<file path="config.mk">
export PLATFORM = sky130hd
export DESIGN_NAME = ir_pulse_distance_frame_decoder
export DESIGN_NICKNAME = d
export VERILOG_FILES = /design/src/rtl/irpd_pkg.sv /design/src/rtl/irpd_window.sv /design/src/rtl/ir_pulse_distance_frame_decoder.sv
export SDC_FILE = /design/constraint.sdc
export NUM_CORES = 1
export LEC_CHECK = 0
export ABC_AREA = 1
export BUFFER_PORTS_ARGS = -buffer_cell sky130_fd_sc_hd__buf_2
export CAP_MARGIN = 15
export CORE_ASPECT_RATIO = 0.7
export CORE_MARGIN = 2
export CORE_UTILIZATION = 40
export DETAILED_ROUTE_END_ITERATION = 10
export SLEW_MARGIN = 30
export SYNTH_ARGS = -nofsm -noshare
export SYNTH_HDL_FRONTEND = slang
export SYNTH_SLANG_ARGS = --single-unit
</file>
<file path="constraint.sdc">
create_clock -name clk -period 6.1 [get_ports clk]
set_input_delay 0.61 -clock clk [delete_from_list [all_inputs] [get_ports clk]]
set_output_delay 0.61 -clock clk [all_outputs]
set_load 0.02 [all_outputs]
</file>
<file path="src/rtl/irpd_pkg.sv">
// Shared types, codes and reset values for the IR pulse-distance frame decoder.
package irpd_pkg;

	localparam int PHASE_W         = 7;
	localparam int TICK_W          = 16;
	localparam int CFG_IDX_W       = 3;
	localparam int FRAME_BYTES_DEF = 13;
	localparam int FRAME_LO_W      = 64;
	localparam int FRAME_HI_W      = 40;

	typedef enum logic [2:0] {
		ST_ARMED     = 3'd0,
		ST_NO_LEADER = 3'd1,
		ST_LEADER    = 3'd2,
		ST_BIT       = 3'd3,
		ST_BAD_BIT   = 3'd4,
		ST_DONE      = 3'd5
	} status_t;

	typedef enum logic [CFG_IDX_W-1:0] {
		REG_LEADER_MIN = 3'd0,
		REG_LEADER_MAX = 3'd1,
		REG_ZERO_MIN   = 3'd2,
		REG_ZERO_MAX   = 3'd3,
		REG_ONE_MIN    = 3'd4,
		REG_ONE_MAX    = 3'd5
	} reg_idx_t;

	localparam logic [TICK_W-1:0] LEADER_MIN_RST = 16'd12922;
	localparam logic [TICK_W-1:0] LEADER_MAX_RST = 16'd13998;
	localparam logic [TICK_W-1:0] ZERO_MIN_RST   = 16'd1076;
	localparam logic [TICK_W-1:0] ZERO_MAX_RST   = 16'd1164;
	localparam logic [TICK_W-1:0] ONE_MIN_RST    = 16'd2147;
	localparam logic [TICK_W-1:0] ONE_MAX_RST    = 16'd2325;

	// window thresholds as configured
	typedef struct packed {
		logic [TICK_W-1:0] leader_min;
		logic [TICK_W-1:0] leader_max;
		logic [TICK_W-1:0] zero_min;
		logic [TICK_W-1:0] zero_max;
		logic [TICK_W-1:0] one_min;
		logic [TICK_W-1:0] one_max;
	} win_cfg_t;

	// which windows the interval falls into
	typedef struct packed {
		logic leader;
		logic zero;
		logic one;
	} win_hit_t;

endpackage

</file>
<file path="src/rtl/irpd_window.sv">
// Window compares that classify one interval as leader, bit zero or bit one.
module irpd_window import irpd_pkg::*; (
	input  logic [TICK_W-1:0] interval,
	input  win_cfg_t          cfg,
	output win_hit_t          hit
);

	// inclusive bounds; an empty window (min above max) never matches
	assign hit.leader = (interval >= cfg.leader_min) && (interval <= cfg.leader_max);
	assign hit.zero   = (interval >= cfg.zero_min) && (interval <= cfg.zero_max);
	assign hit.one    = (interval >= cfg.one_min) && (interval <= cfg.one_max);

endmodule

</file>
<file path="src/rtl/ir_pulse_distance_frame_decoder.sv">
// Top level of the IR pulse-distance frame decoder.
//
//  channel  | handshake                  | payload
//  ---------+----------------------------+-----------------------------------
//  input    | in_valid / in_stall        | interval_ticks[15:0]
//  output   | out_valid / out_stall      | status[2:0], frame_low, frame_high
//  config   | cfg_valid / cfg_ready      | cfg_index[2:0], cfg_data[15:0]
//
// One interval per cycle sustained while the output is not stalled; an item passes from
// the input register to the result register, with the window compare and byte shift between them.
// Reset clears the phase counter to idle and loads the default windows.
// The frame bytes are not reset; every completed frame rewrites all of them.
// An output stall holds the result register and, through it, the input register.
module ir_pulse_distance_frame_decoder import irpd_pkg::*; #(
	parameter int FRAME_BYTES = FRAME_BYTES_DEF
) (
	input  logic                    clk,
	input  logic                    arst_n,
	input  logic                    in_valid,
	output logic                    in_stall,
	input  logic [TICK_W-1:0]       interval_ticks,
	output logic                    out_valid,
	input  logic                    out_stall,
	output logic [2:0]              status,
	output logic [FRAME_LO_W-1:0]   frame_low,
	output logic [FRAME_HI_W-1:0]   frame_high,
	input  logic                    cfg_valid,
	output logic                    cfg_ready,
	input  logic [CFG_IDX_W-1:0]    cfg_index,
	input  logic [TICK_W-1:0]       cfg_data
);

	localparam int IDX_W = $clog2(FRAME_BYTES);
	localparam logic [PHASE_W-1:0] LAST_PHASE = PHASE_W'(2 + FRAME_BYTES * 8 - 1);
	localparam logic [PHASE_W-1:0] PH_IDLE    = PHASE_W'(0);
	localparam logic [PHASE_W-1:0] PH_LEADER  = PHASE_W'(1);
	localparam logic [PHASE_W-1:0] PH_FIRST   = PHASE_W'(2);

	win_cfg_t            cfg_q;
	logic                valid_s1;
	logic [TICK_W-1:0]   interval_s1;
	logic [PHASE_W-1:0]  phase_q;
	logic [7:0]          store_q [FRAME_BYTES];
	logic                out_valid_q;
	status_t             status_q;
	logic [FRAME_LO_W-1:0] frame_low_q;
	logic [FRAME_HI_W-1:0] frame_high_q;

	win_hit_t            hit;
	logic                advance;
	logic [PHASE_W-1:0]  bit_n;
	logic [IDX_W-1:0]    byte_idx;
	logic [7:0]          rd_byte;
	logic [7:0]          new_byte;
	logic                wr_en;
	logic                done;
	status_t             st;
	logic [PHASE_W-1:0]  nxt_phase;
	logic [FRAME_LO_W-1:0] lo_d;
	logic [FRAME_HI_W-1:0] hi_d;

	assign cfg_ready = 1'b1;

	always_ff @(posedge clk or negedge arst_n) begin
		if (!arst_n) begin
			cfg_q.leader_min <= LEADER_MIN_RST;
			cfg_q.leader_max <= LEADER_MAX_RST;
			cfg_q.zero_min   <= ZERO_MIN_RST;
			cfg_q.zero_max   <= ZERO_MAX_RST;
			cfg_q.one_min    <= ONE_MIN_RST;
			cfg_q.one_max    <= ONE_MAX_RST;
		end else if (cfg_valid && cfg_ready) begin
			unique case (cfg_index)
				REG_LEADER_MIN: cfg_q.leader_min <= cfg_data;
				REG_LEADER_MAX: cfg_q.leader_max <= cfg_data;
				REG_ZERO_MIN:   cfg_q.zero_min   <= cfg_data;
				REG_ZERO_MAX:   cfg_q.zero_max   <= cfg_data;
				REG_ONE_MIN:    cfg_q.one_min    <= cfg_data;
				REG_ONE_MAX:    cfg_q.one_max    <= cfg_data;
				default: ;
			endcase
		end
	end

	// s1 moves on when the result register is empty or being drained
	assign advance  = valid_s1 && (!out_valid_q || !out_stall);
	assign in_stall = valid_s1 && !advance;

	always_ff @(posedge clk or negedge arst_n) begin
		if (!arst_n) begin
			valid_s1 <= 1'b0;
		end else if (in_valid && !in_stall) begin
			valid_s1 <= 1'b1;
		end else if (advance) begin
			valid_s1 <= 1'b0;
		end
	end

	always_ff @(posedge clk) begin
		if (in_valid && !in_stall) begin
			interval_s1 <= interval_ticks;
		end
	end

	irpd_window u_window (
		.interval (interval_s1),
		.cfg      (cfg_q),
		.hit      (hit)
	);

	assign bit_n    = phase_q - PH_FIRST;
	assign byte_idx = IDX_W'(bit_n >> 3);

	always_comb begin
		rd_byte = '0;
		for (int k = 0; k < FRAME_BYTES; k++) begin
			if (byte_idx == IDX_W'(k)) begin
				rd_byte = store_q[k];
			end
		end
	end

	always_comb begin
		nxt_phase = phase_q;
		st        = ST_ARMED;
		new_byte  = {1'b0, rd_byte[7:1]};
		wr_en     = 1'b0;
		done      = 1'b0;
		priority if (phase_q == PH_LEADER) begin
			if (hit.leader) begin
				nxt_phase = PH_FIRST;
				st        = ST_LEADER;
			end else begin
				st = ST_NO_LEADER;
			end
		end else if (phase_q >= PH_FIRST && phase_q <= LAST_PHASE) begin
			wr_en = 1'b1;
			// zero window wins where the two overlap; a bad bit still shifts in a 0
			priority if (hit.zero) begin
				st = ST_BIT;
			end else if (hit.one) begin
				new_byte = {1'b1, rd_byte[7:1]};
				st       = ST_BIT;
			end else begin
				st = ST_BAD_BIT;
			end
			priority if (st == ST_BAD_BIT) begin
				nxt_phase = PH_IDLE;
			end else if (phase_q == LAST_PHASE) begin
				nxt_phase = PH_IDLE;
				st        = ST_DONE;
				done      = 1'b1;
			end else begin
				nxt_phase = phase_q + PHASE_W'(1);
			end
		end else begin
			nxt_phase = PH_LEADER;
			st        = ST_ARMED;
		end
	end

	// frame assembly, with the byte being finished taken from the shifter
	always_comb begin
		lo_d = '0;
		hi_d = '0;
		if (done) begin
			for (int k = 0; k < FRAME_BYTES; k++) begin
				if (k < 8) begin
					lo_d[8*k +: 8] = (byte_idx == IDX_W'(k)) ? new_byte : store_q[k];
				end else begin
					hi_d[8*(k-8) +: 8] = (byte_idx == IDX_W'(k)) ? new_byte : store_q[k];
				end
			end
		end
	end

	always_ff @(posedge clk or negedge arst_n) begin
		if (!arst_n) begin
			phase_q     <= PH_IDLE;
			out_valid_q <= 1'b0;
		end else begin
			if (advance) begin
				phase_q     <= nxt_phase;
				out_valid_q <= 1'b1;
			end else if (!out_stall) begin
				out_valid_q <= 1'b0;
			end
		end
	end

	always_ff @(posedge clk) begin
		if (advance) begin
			status_q     <= st;
			frame_low_q  <= lo_d;
			frame_high_q <= hi_d;
			if (wr_en) begin
				store_q[byte_idx] <= new_byte;
			end
		end
	end

	assign out_valid  = out_valid_q;
	assign status     = status_q;
	assign frame_low  = frame_low_q;
	assign frame_high = frame_high_q;

	a_phase_range: assert property (@(posedge clk) disable iff (!arst_n)
		phase_q <= LAST_PHASE)
		else $error("phase counter beyond last data bit");

	a_done_idle: assert property (@(posedge clk) disable iff (!arst_n)
		advance && (done || st == ST_BAD_BIT) |=> phase_q == PH_IDLE)
		else $error("frame end or abort did not return to idle");

	a_leader_next: assert property (@(posedge clk) disable iff (!arst_n)
		advance && st == ST_LEADER |=> phase_q == PH_FIRST)
		else $error("leader accepted but data phase not entered");

	a_frame_zero: assert property (@(posedge clk) disable iff (!arst_n)
		out_valid_q && status_q != ST_DONE |-> frame_low_q == '0 && frame_high_q == '0)
		else $error("frame data shown without frame complete");

endmodule

</file>
; Yosys cells after proc, flatten, opt, wreduce, memory -nomap -nowiden
; Memories as Yosys holds them, arrays and structs flattened.
; Cells that the tools add are included.
[word_totals]
register_bits = 228
latchBits = 0
ram_bits = 104
mem_bits_ro = 0
out_inout_bits = 110
wordCells = 125
mem_count = 1
[memory_table]
columns = memory, words, width, rd, rd_ports_with_merged_regs, write_ports, line
row1 = store_q, 13, 8, 13, 0, 1, ir_pulse_distance_frame_decoder.sv:43  ; logic [7:0] store_q [FRAME_BYTES];
[classes]
add_sub_neg = 2
n_mul = 0
div = 0
n_lt_le_gt_ge = 8
n_eq_ne = 22
n_shift = 0
mux = 57
n_bitwise = 0
n_reduce_logical = 22
[op_table]
columns = operator, n
row1 = two-way mux 8 bit, 30
row2 = greater-or-equal comparator 16 bit, 3
row3 = <= comparator 16 bit, 3
row4 = two-way mux 7 bit, 5
row5 = two-way mux 3 bit, 8
row6 = "equality test 4 bit, second input constant", 5
row7 = "equality test 4 x 3 -> 1 bit, second input constant", 4
row8 = AND reduction 2 bit, 7
row9 = two-way mux 1 bit, 13
row10 = "equality test 3 bit, second input constant", 3
row11 = "equality test 4 x 2 -> 1 bit, second input constant", 2
row12 = "adder 7 x 1 -> 7 bit, second input constant", 1
row13 = "equality test 7 x 1 -> 1 bit, second input constant", 1
row14 = "equality test 7 bit, second input constant", 1
row15 = "greater-or-equal comparator 7 x 2 -> 1 bit, second input constant", 1
row16 = "<= comparator 7 bit, second input constant", 1
row17 = logical AND 1 bit, 7
row18 = "subtractor 7 x 2 -> 7 bit, second input constant", 1
row19 = "equality test 3 x 2 -> 1 bit, second input constant", 2
row20 = "equality test 4 x 1 -> 1 bit, second input constant", 1
row21 = logical NOT 1 bit, 4
row22 = logical NOT 4 bit, 1
row23 = "equality test 3 x 1 -> 1 bit, second input constant", 1
row24 = logical NOT 3 bit, 1
row25 = 5 further kinds, 5

; Longest topological paths before layout
[logic_depth]
word_depth = 20
ltp_mapped = 16
ltp_nobuf = 16

; Modules after synthesis
; From an unflattened synthesis, not the netlist that was laid out.
[unflattened]
cells_unflattened = 1518
hier_area_um2 = 15617.5
[by_module_without_submodules]
columns = mod, instances, cells_each, area_each_um2, seq_area_each_um2
row1 = ir_pulse_distance_frame_decoder, 1, 1102, 13050.0, 9487.8
row2 = irpd_window, 1, 416, 2567.5, 0.0

; Worst setup path before layout
; OpenSTA, ideal clock, no wires.
[synth_path]
path_kind = input -> register
from = input port out_stall
to = memory store_q[7][0] (enable)
setup_time_ns = 0.370
arrival_ns = 6.647
t_required_ns = 5.730
path_slack_ns = -0.918
path_stages = 6
cell_sequence = nand2_1 -> inv_1 -> nor2_1 -> nand2_1 -> clkbuf_1 -> nor2_1
[synth_via]
elab_chain_len = 5
[synth_lines]
columns = item, line
row1 = from (decl), ir_pulse_distance_frame_decoder.sv:23  ; input logic out_stall,
row2 = logical NOT 1 bit, n/a
row3 = logical OR 1 bit, ir_pulse_distance_frame_decoder.sv:86  ; assign advance = valid_s1 && (!out_valid_q || !out_stall);
row4 = logical AND 1 bit, ir_pulse_distance_frame_decoder.sv:86
row5 = via advance, ir_pulse_distance_frame_decoder.sv:50  ; logic advance;
row6 = two-way mux 1 bit, ir_pulse_distance_frame_decoder.sv:192  ; if (advance) begin
row7 = two-way mux 1 bit (implied by the code), ir_pulse_distance_frame_decoder.sv:197  ; store_q[byte_idx] <= new_byte;
row8 = to (decl), ir_pulse_distance_frame_decoder.sv:43
; The timed path passes the listed nets, and every way through them passes these cells.

; Worst setup path after layout
[layout_path]
from = register phase_q[1]
to = memory store_q[3][5] (data pin)
[layout_via]
elab_chain_len = 19
[layout_lines]
columns = item, line
row1 = from (decl), ir_pulse_distance_frame_decoder.sv:42  ; logic [PHASE_W-1:0] phase_q;
row2 = from (signal assigned), ir_pulse_distance_frame_decoder.sv:183  ; phase_q <= nxt_phase;
row3 = subtractor 7 x 2 -> 7 bit, ir_pulse_distance_frame_decoder.sv:111  ; assign bit_n = phase_q - PH_FIRST;
row4 = logical NOT 4 bit, n/a
row5 = two-way mux 8 bit (13 in series), ir_pulse_distance_frame_decoder.sv:117  ; if (byte_idx == IDX_W'(k)) begin
row6 = two-way mux 8 bit, ir_pulse_distance_frame_decoder.sv:141  ; end else if (hit.one) begin
row7 = two-way mux 8 bit, ir_pulse_distance_frame_decoder.sv:139  ; priority if (hit.zero) begin
row8 = two-way mux 8 bit, ir_pulse_distance_frame_decoder.sv:136  ; end else if (phase_q >= PH_FIRST && phase_q <= LAST_PHASE) begin
row9 = two-way mux 8 bit *, ir_pulse_distance_frame_decoder.sv:129  ; priority if (phase_q == PH_LEADER) begin
row10 = via new_byte[5], ir_pulse_distance_frame_decoder.sv:54  ; logic [7:0] new_byte;
; The timed path passes the listed nets; every way through them passes the cells marked *.

==> flow_summary.yaml <==
job:
  max_cap_viol_count: 0
sta:
  finalHoldViolCount: 0
  period_needed_ps: 3480
  maxSlewViolCount: 0
  setup_tns_ps: 0
  fmaxAchievable_ghz: 0.287
  rsz0062_at_grt: "no"
  setup_viol: 0
  max_slew_margin: 0.369
  tightest_slew_ps: 941
  clock_skew_ps: 30.1
  period_share: 0.570
  holdWs_ps: 71.5
placed_design:
  io_buffers: 148
  dpl_cell_area_sq_mm: 0.0167
  placed_cells: 2115
  place_congestion: 0.877
  dp_hpwl_um: 29000
cts:
  cts_setup_buffers: 0
  path_clk_slew_ps: 60
  htree_levels: 2
  post_cts_resized: 0
  clk_latency_ps: 530
  cts_made_buffers: 36
  holdBufCountCts: 0
  tritoncts: "yes"
  clk_path_buf_depth: 3
  cts.sinks: 332
  cts_root_buffer: "clkbuf_16"
yosys:
  ys_async_sr_fraction: 0.316
  muxShareOfSynthArea: 0
  yosysSeqAreaShare: 0.613
  ys_ff_latch: 332
  synth_top_family_by_area: "simple AND/OR/NAND/NOR gates"
  ys_warn_count: 0
  synth_edf_count: 227
  synth_cell_type_count: 36
  synth_top_cell_by_area: "edfxtp_1"
  synth.top_cell.area_share: 0.440
  synth_xor_area_frac: 0.00113
  synthFlopType: "edfxtp_1"
  syn-instance-count: 1510
  yosys-top-cells-area: "edfxtp_1 44%, dfrtp_1 11%, ha_1 8.0%"
  yosys.area_share.simple: 0.167
  synth_compound_area_frac: 0.0788
  yosys.area_share.adder: 0.0800
  avgSynthCellArea_sq_um: 10.3
  synth_area_sq_mm: 0.0155
  syn-num-nets: 1649
cells_and_area:
  antenna_cells: 0
  fin_cells: 2180
  layout-drive-gt1-share: 0.170
  nets: 1797
  syn2layout_area_growth_pct: 15.5
  fin_util: 0.467
  fin_area_sq_mm: 0.0179
drt:
  viasPerCell: 5.18
  routedWlPerCell_um: 18.6
  totalWireLength_um: 40600
  antenna_left: 0
  drcViolationCount: 0
  dr.pass1.iters: 5
  vias: 11300
  drt_iter0_markers: 1108
global_route:
  grt_pass1_vias: 11100
  grtUsageTotal: 0.204
  antenna_found_initial: 0
  grt_pass1_wl_um: 63000
  grt_max_degree: 105
  grt_overflow: 0
setup_path:
  crit_chain: "nor2_1 -> nand2_1 -> nand2_2 -> nand2_2 -> nor2_2 -> nand3_1 -> nand3_1 -> nor2_1 -> nand4_1 -> nand2_1 -> nand4_1 -> nand2_1 -> nand2_1"
  criticalPathCategory: "reg2reg"
  reg2reg_to: "store_q[3][5]"
  setup.worst_path.end_class: "flop"
  cp.required_ps: 6310
  r2r-start: "phase_q[1]"
  cp_max_fo: 17
  slowest_delay_ps: 600
  rrSetupSlack_ps: 2620
  crit_top_cell: "nand2_1"
  slowest_stage: "nand2_1"
  arrival_ps: 3690
  crit_path_start_kind: "flop"
  rr_worst_depth: 13
die:
  io_pins: 150
  start_util: 0.404
  die_area_sq_mm: 0.0403
  placementRows: 60
  die_height_um: 169
  die_width_um: 239
  coreArea_sq_mm: 0.0383
run_status:
  status: "finished, final reports clean"
pwr:
  p_per_area_mw_per_mm2: 425
  power.leakage_nw: 7.73
  irDropWorstVdd_uv: 249
hold_path:
  hp-class: "in2async"
## layer usage
layer | share of wire | GRT usage
met4 | 0.017 | 0.0457
met1 | 0.49 | 0.320
met5 | 0 | 0
met2 | 0.42 | 0.294
met3 | 0.076 | 0.0344
## kinds of logic after synthesis
family / after synthesis
AOI/OAI and AO/OA: 235
buffers and inverters: 229
DFF: 332
other: 1
adders and majority gates: 99
and+or+nand+nor: 612
xor gates and xnor gates: 2
## final cells by class
class / instances / area [sq um]
flip-flops and latches: 332 / 9490
clock inverters: 15 / 161
repair buffers: 153 / 805
well taps: 496 / 621
multi-input cells: 949 / 5100
clock buffers: 49 / 1010
inverters: 186 / 698
fillers: 3611 / 20400
## state kept, by name, indices dropped and copies added (netlist names)
name         flops
store_q        104
cfg_q           96
frame_low       64
frame_high      40
interval_s1     16
phase_q          7
status           3
out_valid        1
valid_s1         1
## synthesized netlist by cell type (2+ instances only)
library cell,number
buf_4,9
nor2_8,2
dfrtp_1,70
inv_1,175
dfstp_2,35
nor2_2,9
buf_2,12
buf_6,3
nand3_1,53
nand2_1,307
clkbuf_1,19
nor3_1,13
nor2_4,8
o211ai_1,10
o21a_1,3
a21oi_1,96
nand4_1,19
nor2_1,186
inv_2,10
o21ai_0,121
nand2_2,10
edfxtp_1,227
ha_1,99
nor4_1,2
## critical path: cells and delay by family (launching register included)
kind / cells / cell delay, ps
and+or+nand+nor: 13 / 2640
DFF: 1 / 480
## layout by cell type, fill, tap and decap left out, drive strengths merged, types with 19 or more instances in the layout
cell type	count
nand2	317
edfxtp	227
nor2	205
inv	185
buf	153
o21ai	123
ha	99
a21oi	96
dfrtp	70
nand3	54
clkbuf	49
dfstp	35
nand4	19
## metrics by stage
| step | power, W | setup slack, ps |
|---|---|---|
| 6_report | 0.00760 | 2620 |
| 5_1_grt | 0.00799 | 2470 |
| 3_5_place_dp | 0.00540 | 2560 |
| 3_3_place_gp | 0.00534 | 2650 |
| 4_1_cts | 0.00761 | 2540 |
| 2_1_floorplan | 0.00452 | 1090 |
## power by group
group	switching, W	internal [W]	total (W)	leakage [nW]
clock	0.000905	0.00129	0.00220	0.577
sequential	0.000158	0.00303	0.00319	3.40
combinational	0.00170	0.000520	0.00222	3.75
total	0.00276	0.00484	0.00760	7.73
## worst max-delay path by stage
stage,startpoint,to,slack [ps],cells after the start
floorplan,out_stall,store_q[7][0],1090,6
global placement,interval_s1[15],frame_high[32],2650,10
detailed placement,phase_q[1],store_q[12][1],2560,8
CTS,phase_q[1],store_q[12][4],2540,8
global route,phase_q[3],store_q[2][3],2470,13
finish,phase_q[1],store_q[3][5],2620,13
Note: power is estimated with default switching activity, not from simulation.
